===== config.mk =====
export PLATFORM = sky130hd
export DESIGN_NAME = tcgr_alu
export DESIGN_NICKNAME = d
export VERILOG_FILES = /design/src/sv/tcgr_pkg.sv /design/src/sv/tcgr_alu.sv
export SDC_FILE = /design/constraint.sdc
export NUM_CORES = 1
export LEC_CHECK = 0
export BUFFER_PORTS_ARGS = -buffer_cell sky130_fd_sc_hd__buf_2
export CAP_MARGIN = 15
export CORE_ASPECT_RATIO = 0.75
export CORE_MARGIN = 4
export CORE_UTILIZATION = 48
export DETAILED_ROUTE_END_ITERATION = 6
export PLACE_DENSITY = 0.85
export SLEW_MARGIN = 0
export SYNTH_ARGS = -nofsm -noshare
export SYNTH_HDL_FRONTEND = slang
export SYNTH_SLANG_ARGS = --single-unit

===== constraint.sdc =====
create_clock -name vclk -period 3.2
set_input_delay 0.32 -clock vclk [all_inputs]
set_output_delay 0.32 -clock vclk [all_outputs]
set_load 0.03 [all_outputs]

===== src/sv/tcgr_pkg.sv =====
// Package for the text console glyph renderer.
// Holds the transaction structs, the register indexes, the sizing constants and the
// row mask helper. It depends on nothing else.
`default_nettype none

package tcgr_pkg;

	// Sizing of the glyph store.
	localparam int MAX_GLYPHS      = 256;
	localparam int MAX_FONT_HEIGHT = 32;
	localparam int MAX_FONT_WIDTH  = 16;
	localparam int GLYPH_AW        = $clog2(MAX_GLYPHS);
	localparam int ROW_AW          = (MAX_FONT_HEIGHT > 1) ? $clog2(MAX_FONT_HEIGHT) : 1;
	localparam int STORE_AW        = GLYPH_AW + ROW_AW;
	localparam int STORE_DEPTH     = 2 ** STORE_AW;

	// Width of the cursor arithmetic: holds a cursor plus both advances and the margin.
	localparam int POS_W = 13;

	// Configuration port.
	localparam int CFG_IDX_W  = 3;
	localparam int CFG_DATA_W = 12;

	localparam logic [CFG_IDX_W-1:0] REG_GLYPH_COUNT   = 3'd0;
	localparam logic [CFG_IDX_W-1:0] REG_FONT_WIDTH    = 3'd1;
	localparam logic [CFG_IDX_W-1:0] REG_FONT_HEIGHT   = 3'd2;
	localparam logic [CFG_IDX_W-1:0] REG_SCREEN_WIDTH  = 3'd3;
	localparam logic [CFG_IDX_W-1:0] REG_SCREEN_HEIGHT = 3'd4;
	localparam logic [CFG_IDX_W-1:0] REG_PADDING       = 3'd5;

	// Operation codes.
	localparam logic [1:0] OP_LOAD = 2'd0;
	localparam logic [1:0] OP_PUT  = 2'd1;
	localparam logic [1:0] OP_SET  = 2'd2;

	localparam logic [7:0] NEWLINE_CODE = 8'd10;

	// Result kinds.
	localparam logic KIND_DRAW  = 1'b0;
	localparam logic KIND_CLEAR = 1'b1;

	typedef struct packed {
		logic [1:0]  op;
		logic [7:0]  char_code;
		logic [23:0] fg_color;
		logic [23:0] bg_color;
		logic [7:0]  glyph_index;
		logic [4:0]  glyph_row;
		logic [15:0] row_data;
		logic [11:0] new_x;
		logic [11:0] new_y;
	} in_item_t;

	typedef struct packed {
		logic        kind;
		logic [11:0] pixel_x;
		logic [11:0] pixel_y;
		logic [15:0] row_bits;
		logic [23:0] draw_fg;
		logic [23:0] draw_bg;
		logic        last;
	} out_item_t;

	// Request to the shared add and compare unit.
	typedef struct packed {
		logic [POS_W-1:0] a;
		logic [POS_W-1:0] b;
		logic [POS_W-1:0] c;
	} alu_req_t;

	typedef struct packed {
		logic [POS_W-1:0] sum;
		logic             ge;
	} alu_rsp_t;

	// Glyph store access.
	typedef struct packed {
		logic                we;
		logic [STORE_AW-1:0] waddr;
		logic [15:0]         wdata;
		logic                re;
		logic [STORE_AW-1:0] raddr;
	} ram_req_t;

	// Sequencer to output stage.
	typedef struct packed {
		logic      push;
		logic      flush;
		out_item_t item;
	} out_req_t;

	typedef struct packed {
		logic can_push;
		logic flush_ok;
	} out_rsp_t;

	// Mask of the low min(font_width, MAX_FONT_WIDTH) bits of a glyph row.
	function automatic logic [15:0] row_mask(input logic [4:0] fw);
		logic [15:0] m;
		m = '0;
		for (int i = 0; i < 16; i++) begin
			m[i] = (i < MAX_FONT_WIDTH) && (5'(i) < fw);
		end
		return m;
	endfunction

endpackage

`default_nettype wire


===== src/sv/tcgr_alu.sv =====
// Shared add and compare unit of the glyph renderer.
// Uses tcgr_pkg for the request and response structs.
`default_nettype none

module tcgr_alu (
	input  tcgr_pkg::alu_req_t req,
	output tcgr_pkg::alu_rsp_t rsp
);
	import tcgr_pkg::*;

	// One add, then a compare of the sum against the third operand.
	always_comb begin
		rsp.sum = req.a + req.b;
		rsp.ge  = (rsp.sum >= req.c);
	end

endmodule

`default_nettype wire


==> impl_metrics.yaml <==
outcome:
  status: "finished clean"
hold_path:
  hold_path_startpoint: "req[13]"
  hold_depth: 3
  min_to: "rsp[1]"
  hold_class: "input pin to output port"
layout:
  clkbuf_count: 0
  seq_area_sq_um: 0
  finalNetCount: 262
  seq_cells: 0
  finish.utilization: 0.7823
  n_antenna_cell: 0
  area_delta_synth_final_pct: 46.21
  layout-drive-gt1-share: 0.4154
  final_area_sq_um: 1425
drt:
  antenna_left: 0
  wl_per_cell_um: 15.01
  drt_iter0_drc: 59
  drtPass1Iterations: 4
  drt_wl_total_mm: 3.258
  drcViolationCount: 0
  vias: 1263
  viasPerCell: 5.820
grt:
  grt.total_usage: 0.2005
  grt_pass1_wl_mm: 4.478
  grtUsageMet1: 0.2673
  overflow: 0
  antenna_found_initial: 0
  top_usage_layer: "met2"
  grt_max_degree: 12
  grt_pass1_vias: 1112
  use_met2: 0.3836
  grt_util_met3: 0.005495
floorplan:
  io_pins: 53
  die_w_um: 60.04
  core_sq_um: 1822
  rows: 13
  die_height_um: 47.03
  initial_core_util: 0.5350
  die_area_sq_um: 2823
synthesis:
  synthesis.nets: 202
  synth.most_common_cell: "ha_1"
  syn_area_per_cell_sq_um: 7.114
  netlist_area_sq_um: 974.7
  netlist_top_cells_count: "25 x ha_1, 18 x inv_1, 14 x nor2_1"
  synth_cell_types: 37
  ys_top_cells_by_area: "ha_1 32%, inv_1 6.9%, nor2_1 5.4%"
  netlist_instances: 137
  seq_area_frac_synth: 0
  yosysTopAreaCellShare: 0.3209
  yosys_warnings: 0
  yosys.area.top_type: "ha_1"
placement:
  io_buffers: 53
  post-place-ws_ps: -11.61
  routabilityCongestion: 0.7892
  dp_hpwl_mm: 2.500
  place_area_sq_um: 1303
worst_setup_path:
  crit_fanout: 4
  worstPathArrival_ps: 2820
  path_delay_family: "compound AO/OA/AOI/OAI gates"
  required_ps: 2880
  start_kind: "input pin"
  worstSetupEndpointType: "output port"
  path_buf_inv: 3
  cp_slowest_stage_delay_ps: 320
  crit_slowest_cell: "ha_1"
  critical_path.cell_chain: "buf_2, ha_1, a211oi_2, o21ai_1, a211oi_2, buf_4, o211ai_1, o311ai_4, ha_1, a21oi_1, o21ai_1, a31oi_1, o21ai_2, buf_6"
  critPathKind: "input pin to output port"
timing:
  setup_tns_ps: 0
  setup_viol: 0
  slew_viol_final: 0
  max_freq_ghz: 0.3185
  timing.final.crit_share: 0.9813
  period_needed_ps: 3140
  slew_headroom: 0.6885
  rsz0062_at_grt: "true"
  timing.final.ws_setup_ps: 59.89
  hold_viol: 0
  tightest_slew_ps: 464.0
power_and_ir_drop:
  power_per_cell_area_nw_per_um2: 292.5
  p_switching_uw: 244.5
  pwr-share-comb: 1.000
  p_total_uw: 416.9
  clockPowerShare: 0
  leakagePower_uw: 0.0007648
  power.internal_uw: 172.5
  ir_drop_mv: 0.2221
  seqPwrFrac: 0
  switching_share: 0.5863
job:
  maxCapViolations: 0
cts:
  cts_hold_buf: 0
-- cell type report --
class / count / area [sq um]
Timing Repair Buffer: 61 / 344.1
Multi-Input combinational cell: 116 / 985.9
Tap cell: 22 / 27.53
Inverter: 18 / 67.56
Fill cell: 144 / 396.6
-- worst max path at each step --
stage            start     end  slack (ps)  depth (start not counted)
2_1_floorplan  req[14]  rsp[0]          50                         10
3_3_place_gp   req[13]  rsp[0]         100                         16
3_5_place_dp   req[13]  rsp[0]         -10                         16
4_1_cts        req[13]  rsp[0]          30                         16
5_1_grt        req[26]  rsp[0]        -110                         16
6_report       req[14]  rsp[0]          60                         14
-- what timing repair did --
item,4_1_cts,5_1_grt
setup buffers,0,7
resized for setup,1,17
pin swaps,0,12
setup endpoints to repair,1,1
-- per-stage QoR --
step | hold WS (ps) | cells
finish | 1023 | 217
global route | 1040 | 217
CTS | 1057 | 210
detailed placement | 1057 | 210
global placement | 1046 | 210
floorplan | 913.2 | 137
-- power by group through the flow --
stage | clock [uW] | sequential [uW] | combinational (uW)
after global routing | 0 | 0 | 454
after floorplan | 0 | 0 | 267
after global placement | 0 | 0 | 354
final | 0 | 0 | 417
after CTS | 0 | 0 | 368
after detailed placement | 0 | 0 | 367
-- tightest hold or removal path, delay by kind of cell --
family | cells | cell delay (ps)
buffers and inverters | 2 | 260
adders and majority gates | 1 | 120
-- layout by cell type (no fill, tap or decap), types with 2 or more instances in the layout --
master	netlist	routed
nor4_1	2	2
xnor2_1	4	2
a211oi_1	6	3
nor2_2	0	2
buf_6	0	3
or3_1	2	2
o211ai_1	2	2
ha_4	0	2
o21ai_1	1	4
or2_2	2	2
a21oi_1	8	7
nand2_1	7	7
buf_2	2	50
a21o_1	5	5
nand3_1	5	5
xor2_1	2	2
nor2_1	14	12
a211oi_2	1	4
o21a_1	3	3
o21ai_0	9	5
o2111ai_1	2	2
xnor2_2	0	2
ha_1	25	23
buf_4	0	8
inv_1	18	17
-- routing by layer --
metal | share of wire | wire length, um | vias up
met1 | 0.40 | 1310 | 559
met4 | 0.025 | 82 | 0
li1 | - | - | 618
met5 | 0 | 0 | -
met2 | 0.49 | 1585 | 74
met3 | 0.085 | 278 | 12
-- kinds of logic (layout without fill, tap and decap cells) --
family | count (synthesis) | in the layout | share of synthesized area
XOR/XNOR | 6 | 6 | 0.05391
AO/OA/AOI/OAI | 44 | 44 | 0.3068
buffers and inverters | 21 | 79 | 0.08343
AND/OR/NAND/NOR | 39 | 39 | 0.2028
multiplexers | 1 | 1 | 0.01155
adder cells (fa/ha/maj) | 26 | 26 | 0.3415
No activity file was read; power rests on OpenSTA's default activity.
