--- src/sv/tcgr_pkg.sv ---
// Package for the text console glyph renderer.
// Holds the transaction structs, the register indexes, the sizing constants and the
// row mask helper. It depends on nothing else.
`default_nettype none

package tcgr_pkg;

	// Sizing of the glyph store.
	localparam int MAX_GLYPHS      = 256;
	localparam int MAX_FONT_HEIGHT = 32;
	localparam int MAX_FONT_WIDTH  = 16;
	localparam int GLYPH_AW        = $clog2(MAX_GLYPHS);
	localparam int ROW_AW          = (MAX_FONT_HEIGHT > 1) ? $clog2(MAX_FONT_HEIGHT) : 1;
	localparam int STORE_AW        = GLYPH_AW + ROW_AW;
	localparam int STORE_DEPTH     = 2 ** STORE_AW;

	// Width of the cursor arithmetic: holds a cursor plus both advances and the margin.
	localparam int POS_W = 13;

	// Configuration port.
	localparam int CFG_IDX_W  = 3;
	localparam int CFG_DATA_W = 12;

	localparam logic [CFG_IDX_W-1:0] REG_GLYPH_COUNT   = 3'd0;
	localparam logic [CFG_IDX_W-1:0] REG_FONT_WIDTH    = 3'd1;
	localparam logic [CFG_IDX_W-1:0] REG_FONT_HEIGHT   = 3'd2;
	localparam logic [CFG_IDX_W-1:0] REG_SCREEN_WIDTH  = 3'd3;
	localparam logic [CFG_IDX_W-1:0] REG_SCREEN_HEIGHT = 3'd4;
	localparam logic [CFG_IDX_W-1:0] REG_PADDING       = 3'd5;

	// Operation codes.
	localparam logic [1:0] OP_LOAD = 2'd0;
	localparam logic [1:0] OP_PUT  = 2'd1;
	localparam logic [1:0] OP_SET  = 2'd2;

	localparam logic [7:0] NEWLINE_CODE = 8'd10;

	// Result kinds.
	localparam logic KIND_DRAW  = 1'b0;
	localparam logic KIND_CLEAR = 1'b1;

	typedef struct packed {
		logic [1:0]  op;
		logic [7:0]  char_code;
		logic [23:0] fg_color;
		logic [23:0] bg_color;
		logic [7:0]  glyph_index;
		logic [4:0]  glyph_row;
		logic [15:0] row_data;
		logic [11:0] new_x;
		logic [11:0] new_y;
	} in_item_t;

	typedef struct packed {
		logic        kind;
		logic [11:0] pixel_x;
		logic [11:0] pixel_y;
		logic [15:0] row_bits;
		logic [23:0] draw_fg;
		logic [23:0] draw_bg;
		logic        last;
	} out_item_t;

	// Request to the shared add and compare unit.
	typedef struct packed {
		logic [POS_W-1:0] a;
		logic [POS_W-1:0] b;
		logic [POS_W-1:0] c;
	} alu_req_t;

	typedef struct packed {
		logic [POS_W-1:0] sum;
		logic             ge;
	} alu_rsp_t;

	// Glyph store access.
	typedef struct packed {
		logic                we;
		logic [STORE_AW-1:0] waddr;
		logic [15:0]         wdata;
		logic                re;
		logic [STORE_AW-1:0] raddr;
	} ram_req_t;

	// Sequencer to output stage.
	typedef struct packed {
		logic      push;
		logic      flush;
		out_item_t item;
	} out_req_t;

	typedef struct packed {
		logic can_push;
		logic flush_ok;
	} out_rsp_t;

	// Mask of the low min(font_width, MAX_FONT_WIDTH) bits of a glyph row.
	function automatic logic [15:0] row_mask(input logic [4:0] fw);
		logic [15:0] m;
		m = '0;
		for (int i = 0; i < 16; i++) begin
			m[i] = (i < MAX_FONT_WIDTH) && (5'(i) < fw);
		end
		return m;
	endfunction

endpackage

`default_nettype wire

--- src/sv/tcgr_out.sv ---
// Output stage: one pending result and the output register.
// The pending slot lets the final result of a transaction be marked last.
// Uses tcgr_pkg for the result struct and the request and response structs.
`default_nettype none

module tcgr_out (
	input  wire                 clk,
	input  wire                 arst_n,
	input  tcgr_pkg::out_req_t  req,
	output tcgr_pkg::out_rsp_t  rsp,
	output logic                out_valid,
	input  wire                 out_stall,
	output tcgr_pkg::out_item_t out_data
);
	import tcgr_pkg::*;

	out_item_t pend_q;
	logic      pend_valid_q;
	out_item_t out_q;
	logic      out_valid_q;
	logic      out_free;
	logic      load_out;
	logic      flush_move;
	out_item_t out_nx;

	assign out_free   = !out_valid_q || !out_stall;
	assign flush_move = req.flush && pend_valid_q && out_free;
	assign load_out   = (req.push && pend_valid_q) || flush_move;

	assign rsp.can_push = !pend_valid_q || out_free;
	assign rsp.flush_ok = !pend_valid_q || out_free;

	assign out_valid = out_valid_q;
	assign out_data  = out_q;

	// The pending result moves out; a flush marks it as the last one.
	always_comb begin
		out_nx      = pend_q;
		out_nx.last = flush_move;
	end

	// Valid flags of the pending slot and the output register.
	always_ff @(posedge clk or negedge arst_n) begin
		if (!arst_n) begin
			pend_valid_q <= 1'b0;
			out_valid_q  <= 1'b0;
		end else begin
			if (req.push) begin
				pend_valid_q <= 1'b1;
			end else if (flush_move) begin
				pend_valid_q <= 1'b0;
			end
			if (load_out) begin
				out_valid_q <= 1'b1;
			end else if (!out_stall) begin
				out_valid_q <= 1'b0;
			end
		end
	end

	// Payload: a new result moves the pending one out; a flush marks it last.
	always_ff @(posedge clk) begin
		if (req.push) begin
			pend_q <= req.item;
		end
		if (load_out) begin
			out_q <= out_nx;
		end
	end

	// A result is only offered when the pending slot can take it.
	a_push_room: assert property (@(posedge clk) disable iff (!arst_n)
		req.push |-> rsp.can_push)
		else $error("result pushed with no room");

	// A flush of a pending result ends the transaction with a last result.
	a_flush_last: assert property (@(posedge clk) disable iff (!arst_n)
		flush_move |=> (out_valid_q && out_q.last && !pend_valid_q))
		else $error("flush did not deliver a last result");

	// A result pushed behind a pending one never carries the last mark.
	a_push_not_last: assert property (@(posedge clk) disable iff (!arst_n)
		(req.push && pend_valid_q) |=> (out_valid_q && !out_q.last))
		else $error("intermediate result marked last");

endmodule

`default_nettype wire

--- config.mk ---
export PLATFORM = sky130hd
export DESIGN_NAME = tcgr_out
export DESIGN_NICKNAME = d
export VERILOG_FILES = /design/src/sv/tcgr_pkg.sv /design/src/sv/tcgr_out.sv
export SDC_FILE = /design/constraint.sdc
export NUM_CORES = 1
export LEC_CHECK = 0
export ABC_AREA = 1
export BUFFER_PORTS_ARGS = -buffer_cell sky130_fd_sc_hd__buf_2
export CAP_MARGIN = 10
export CORE_UTILIZATION = 53
export CTS_CLUSTER_DIAMETER = 100
export CTS_CLUSTER_SIZE = 30
export DETAILED_ROUTE_END_ITERATION = 12
export GPL_TIMING_DRIVEN = 0
export PLACE_DENSITY = 0.84
export RECOVER_POWER = 50
export SLEW_MARGIN = 0
export SYNTH_ARGS = -nofsm -noshare
export SYNTH_HDL_FRONTEND = slang
export SYNTH_SLANG_ARGS = --single-unit
--- constraint.sdc ---
create_clock -name clk -period 6.8 [get_ports clk]
set_input_delay 1.36 -clock clk [delete_from_list [all_inputs] [get_ports clk]]
set_output_delay 1.36 -clock clk [all_outputs]
set_load 0.005 [all_outputs]
==> flow_summary.ini, run 1 <==
[outcome]
outcome = finished, violations left
failing_checks = capacitance limit, slew limit

[pwr]
p_sw_frac = 0.188
p_sw_mw = 0.465
finalPower_mw = 2.47
seq_power_share = 0.558
p_per_area_nw_per_um2 = 342
clockPowerShare = 0.388
power.internal_mw = 2.00
peakVddDrop_uv = 250
combPwrFrac = 0.054
power.static_leakage_nw = 2.85

[yosys]
yosys.area.top_type = sky130_fd_sc_hd__edfxtp_1
top_cell_type_s_share_of_synthesized_area = 0.980
yosysUniqueCellTypes = 7
synth.yosys.warnings = 0
synth_seq_cells = 181
synthesis.instances = 194
synth_area_leaders = sky130_fd_sc_hd__edfxtp_1 98%, sky130_fd_sc_hd__dfrtp_1 0.91%, sky130_fd_sc_hd__nand2_1 0.34%
yosysSeqAreaShare = 0.989
syn-num-nets = 289
synthesis.area_um2 = 5490
avgSynthCellArea_um2 = 28.3

[clock_tree]
worst_skew_pair.late_latency_ns = 0.52
clk_root_buffer_cell = sky130_fd_sc_hd__clkbuf_8
postCtsSetupRepairBufs = 0
cts_buffers = 17
cts_num_sinks = 181
cts_buffer_depth = 2
cts-resized-gates = 0
worst_setup_hold_path_clk_slew_ns = 0.06
htree_levels = 4
cts.hold.buffers_added = 0
tritoncts_clock_tree = built

[setup_path]
regToRegEndpoint = out_data[83]$_DFFE_PP_
critical_path_arrival_ns = 4.58
end_kind = flop
worstRegToRegCells = 5
data_required_time_of_the_critical_path_ns = 7.00
worstSetupPathType = input port to flop
r2r_start = pend_valid_q$_DFFE_PN0P_
timing.critical_path.from_type = input port
critPathMaxFanout = 48
regToRegSetupSlack_ns = 4.97

[layout]
drive_gt1_frac = 0.512
final_core_util = 0.727
multiInputGateArea_um2 = 46.3
finish.net_count = 496
n_antenna_cell = 0
area_grow_syn2layout_pct = 31.4
ff_latch_area_um2 = 5430
final.fill_count = 623

[route]
drt_pass1_iterations = 4
detail_route.wl_per_cell_um = 16.3
drc_errors = 0
via_count = 2558
postRouteAntennaNets = 0
dr.first_iter.drc_count = 90
detail_route.wirelength_mm = 8.94
post_drt_via_cell_ratio = 4.68

[timing]
slew_headroom = -0.789
hold-worst-slack_ns = 0.416
timing.clock.skew_ns = 0.00784
maxSlewViolCount = 48
finalHoldViolations = 0
setup_viol = 0
layout_worst_path_cycle_share = 0.643
final.min_clock_period_ns = 4.38
setup_repair_after_global_routing_missed_its_margin = no
fin_tns_setup_ns = 0
fmax_mhz = 229
tightestPinTransition_ns = 2.68

[hold_path]
holdPathEnd = out_data[89]$_DFFE_PP_
hold_path.startpoint = out_nx[89]$_DFFE_PP_
timing.hold.worst_path_depth = 0
hold_class = flop to flop

[die]
count_of_standard_cell_rows = 36
dieArea_um2 = 10800
dieHeight_um = 104
die_x_um = 104
initial_core_util = 0.554
core-area_um2 = 9910
boundary_pin_count = 188

[grt]
grt.overflow.total = 0
global_route.usage.total = 0.177
vias_in_the_first_global_route = 2619
first_pass_grt_wire_length_mm = 13.6
antenna_found_initial = 0
pin_count_of_the_biggest_net_entering_global_routing = 49

[place]
gpl.final_weighted_congestion = 0.681
port_buffer_cells = 186
hpwl_dp_mm = 6.00

[run]
cap_viol_max_count = 1
-- worst max-delay path by stage --
stage,end,depth (start not counted),from
floorplan,out_data[0]$_DFFE_PP_,4,req[90]
global placement,out_data[83]$_DFFE_PP_,3,req[91]
detailed placement,out_data[50]$_DFFE_PP_,5,req[91]
CTS,rsp[1],4,out_stall
global route,out_data[25]$_DFFE_PP_,5,req[91]
finish,out_data[83]$_DFFE_PP_,5,req[91]
-- cells in the final DEF (no fill, tap or decap), drive strengths merged --
cell type  count
clkbuf        26
clkinvlp       2
nand3          2
edfxtp       179
buf          184
inv            3
nand2          7
bufinv         4
dfrtp          2
clkinv         5
-- power by group through the flow --
stage                     clock network, mW  registers [mW]  logic, mW
after global routing                   1.02            1.39      0.146
final                                 0.957            1.38      0.135
after detailed placement                  0            1.40      0.138
after floorplan                           0            1.41     0.0207
after global placement                    0            1.40      0.127
after CTS                             0.974            1.38      0.139
-- cell usage after synthesis --
cell type and n:
sky130_fd_sc_hd__dfrtp_1 2, sky130_fd_sc_hd__nand3_1 2, sky130_fd_sc_hd__buf_4 1, sky130_fd_sc_hd__edfxtp_1 179, sky130_fd_sc_hd__nand2_1 5, sky130_fd_sc_hd__nand2_2 2, sky130_fd_sc_hd__inv_1 3
-- critical path, stage by stage --
cell                       delay [ns]
sky130_fd_sc_hd__clkbuf_1        1.87
sky130_fd_sc_hd__buf_12          0.32
sky130_fd_sc_hd__nand2_1         0.17
sky130_fd_sc_hd__nand2_4         0.48
sky130_fd_sc_hd__buf_12          0.32
-- per-stage QoR --
| step | instance area, um^2 | std cells | worst slack [ns] |
|---|---|---|---|
| 2_1_floorplan | 5490 | 194 | 2.89 |
| 3_3_place_gp | 6580 | 513 | 0.728 |
| 3_5_place_dp | 6630 | 515 | 3.19 |
| 4_1_cts | 7220 | 547 | 3.61 |
| 5_1_grt | 7210 | 547 | 2.12 |
| 6_report | 7210 | 547 | 2.42 |
-- cells by family (layout without fill, tap and decap cells) --
logic type | Yosys count | count (layout) | synth area share
flip-flops | 181 | 181 | 0.989
AND/OR/NAND/NOR | 9 | 9 | 0.00753
buffers and inverters | 4 | 224 | 0.00342
-- registers in the layout (all words and copies together) (netlist names) --
signal / cells
out_nx: 89
out_valid: 1
out_data: 90
pend_valid_q: 1
-- layer usage --
layer	vias to the layer above	global-route usage	share of wire
met2	136	0.287	0.51
met5	-	0	0
li1	1192	-	-
met4	0	0.0827	0.017
met3	14	0.0856	0.089
met1	1216	0.198	0.38
-- final cells by class --
class / count / share of cell area
plain buffers: 1 / 0.00104
clock buffers: 21 / 0.0595
clock inverters: 11 / 0.0219
inverters: 3 / 0.00156
multi-input cells: 9 / 0.00642
flip-flops and latches: 181 / 0.753
well taps: 133 / 0.0231
repair buffers: 188 / 0.134
Note: power is estimated with default switching activity, not from simulation.
==> run 2, diff against run 1 <==
- CORE_UTILIZATION: 53 -> 49
- PLACE_DENSITY: 0.84 -> 0.78
- clock period: 6.8 -> 4.1 ns (I/O delays scaled with it)
==> run 2 against run 1 <==
  * The run now ends clean
  * Setup slack worse by 0.61 ns
  * Sequential power is 65% higher
  * Count of clock-buffer cells in the layout is 1 lower
  * Critical path depth stayed put
  * Final area is 0.68% higher
  * Clock power is 72% higher
  * Register-to-register slack worse by 2.6 ns
  * Flip-flop and latch count stayed put
  * Die area is 8.0% higher
==> flow_summary.ini, run 2 (synthesis results as in run 1) <==
[layout]
largest_register_ffs = 90
drive_gt1_frac = 0.516
final.fill_count = 744
finish.net_count = 496
layout.cells.most_common = sky130_fd_sc_hd__buf_2
area_grow_syn2layout_pct = 32.3
n_antenna_cell = 0
finish.instance_area_um2 = 7260
final_cell_mix = 181 x sky130_fd_sc_hd__buf_2, 179 x sky130_fd_sc_hd__edfxtp_1, 16 x sky130_fd_sc_hd__clkbuf_16, 7 x sky130_fd_sc_hd__clkbuf_1

[setup_path]
end_kind = flop
worst_setup_path_startpoint = req[91]
timing.critical_path.from_type = input port
regToRegEndpoint = out_data[25]$_DFFE_PP_
critical_path_arrival_ns = 2.47
regToRegSetupSlack_ns = 2.36
worstRegToRegCells = 5
worstSetupPathType = input port to flop
r2r_start = pend_valid_q$_DFFE_PN0P_
data_required_time_of_the_critical_path_ns = 4.29
critPathMaxFanout = 59

[die]
initial_core_util = 0.504
core-area_um2 = 10900
dieArea_um2 = 11600
boundary_pin_count = 188
die_x_um = 108
count_of_standard_cell_rows = 38
dieHeight_um = 108

[route]
drc_errors = 0
postRouteAntennaNets = 0
detail_route.wl_per_cell_um = 15.4
drt_pass1_iterations = 4
via_count = 2520
dr.first_iter.drc_count = 122
post_drt_via_cell_ratio = 4.56
detail_route.wirelength_mm = 8.50

[place]
gpl.final_weighted_congestion = 0.677
port_buffer_cells = 186
hpwl_dp_mm = 5.73
area_after_dpl_um2 = 6660

[grt]
pin_count_of_the_biggest_net_entering_global_routing = 60
vias_in_the_first_global_route = 2485
global_route.usage.total = 0.152
grt.overflow.total = 0
first_pass_grt_wire_length_mm = 12.3
antenna_found_initial = 0

[clock_tree]
worst_skew_pair.late_latency_ns = 0.51
cts.hold.buffers_added = 0
cts_num_sinks = 181
cts_buffer_depth = 2
clk_root_buffer_cell = sky130_fd_sc_hd__clkbuf_8
cts-resized-gates = 0
worst_setup_hold_path_clk_slew_ns = 0.06
postCtsSetupRepairBufs = 0
tritoncts_clock_tree = built
htree_levels = 4
cts_buffers = 17

[outcome]
outcome = completed

[timing]
fmax_mhz = 437
layout_worst_path_cycle_share = 0.558
tightestPinTransition_ns = 0.511
hold-worst-slack_ns = 0.0859
finalHoldViolations = 0
timing.clock.skew_ns = 0.00571
setup_viol = 0
slew_headroom = 0.659
maxSlewViolCount = 0
setup_repair_after_global_routing_missed_its_margin = no
fin_tns_setup_ns = 0
final.min_clock_period_ns = 2.29

[pwr]
clockPowerShare = 0.397
combPwrFrac = 0.054
p_per_area_nw_per_um2 = 572
seq_power_share = 0.549
peakVddDrop_uv = 461
power.static_leakage_nw = 2.87
p_sw_frac = 0.186
power.internal_mw = 3.38
p_sw_mw = 0.772

[hold_path]
hold_class = input port to asynchronous set/reset pin

[run]
cap_viol_max_count = 0
## run 2: cell type report
cell class | instances | area (um^2) | share of cell area
Clock buffer | 20 | 425 | 0.0586
Buffer | 1 | 7.51 | 0.00103
Clock inverter | 11 | 183 | 0.0252
Timing Repair Buffer | 188 | 983 | 0.136
Inverter | 3 | 11.3 | 0.00155
Sequential cell | 181 | 5430 | 0.748
Multi-Input combinational cell | 9 | 46.3 | 0.00638
Tap cell | 140 | 175 | 0.0241
## run 2: layer usage
metal | share of wire | vias to the layer above | global-route usage
met2 | 0.52 | 117 | 0.250
met5 | 0 | - | 0
met1 | 0.39 | 1202 | 0.166
li1 | - | 1188 | -
met4 | 0.019 | 0 | 0.0793
met3 | 0.078 | 13 | 0.0654
## run 2: through the flow
step	instances	total power [mW]	setup WS [ns]	util
final	553	4.15	1.81	0.667
after floorplan	194	2.37	0.733	-
after global routing	553	4.30	1.67	0.667
after global placement	520	2.54	-1.52	0.605
after CTS	553	4.20	1.79	0.667
after detailed placement	522	2.55	1.23	0.611
## run 2: worst max-delay path by stage
| stage | end | slack, ns | depth (start not counted) |
|---|---|---|---|
| after floorplan | out_data[0]$_DFFE_PP_ | 0.73 | 4 |
| after global placement | out_data[87]$_DFFE_PP_ | -1.52 | 3 |
| after detailed placement | out_data[79]$_DFFE_PP_ | 1.23 | 5 |
| after CTS | out_data[70]$_DFFE_PP_ | 1.79 | 5 |
| after global routing | out_data[18]$_DFFE_PP_ | 1.67 | 5 |
| final | out_data[25]$_DFFE_PP_ | 1.81 | 5 |
## run 2: power groups by stage
stage                     sequential [mW]  clock, mW  combinational [mW]
after floorplan                      2.34          0              0.0344
after global placement               2.33          0               0.214
after detailed placement             2.32          0               0.232
after CTS                            2.28       1.69               0.233
after global routing                 2.30       1.76               0.248
final                                2.28       1.65               0.226
## run 2: critical path: stages
cell and delay (ns):
sky130_fd_sc_hd__buf_4 0.41, sky130_fd_sc_hd__buf_16 0.31, sky130_fd_sc_hd__nand2_1 0.15, sky130_fd_sc_hd__nand2_4 0.38, sky130_fd_sc_hd__buf_16 0.33
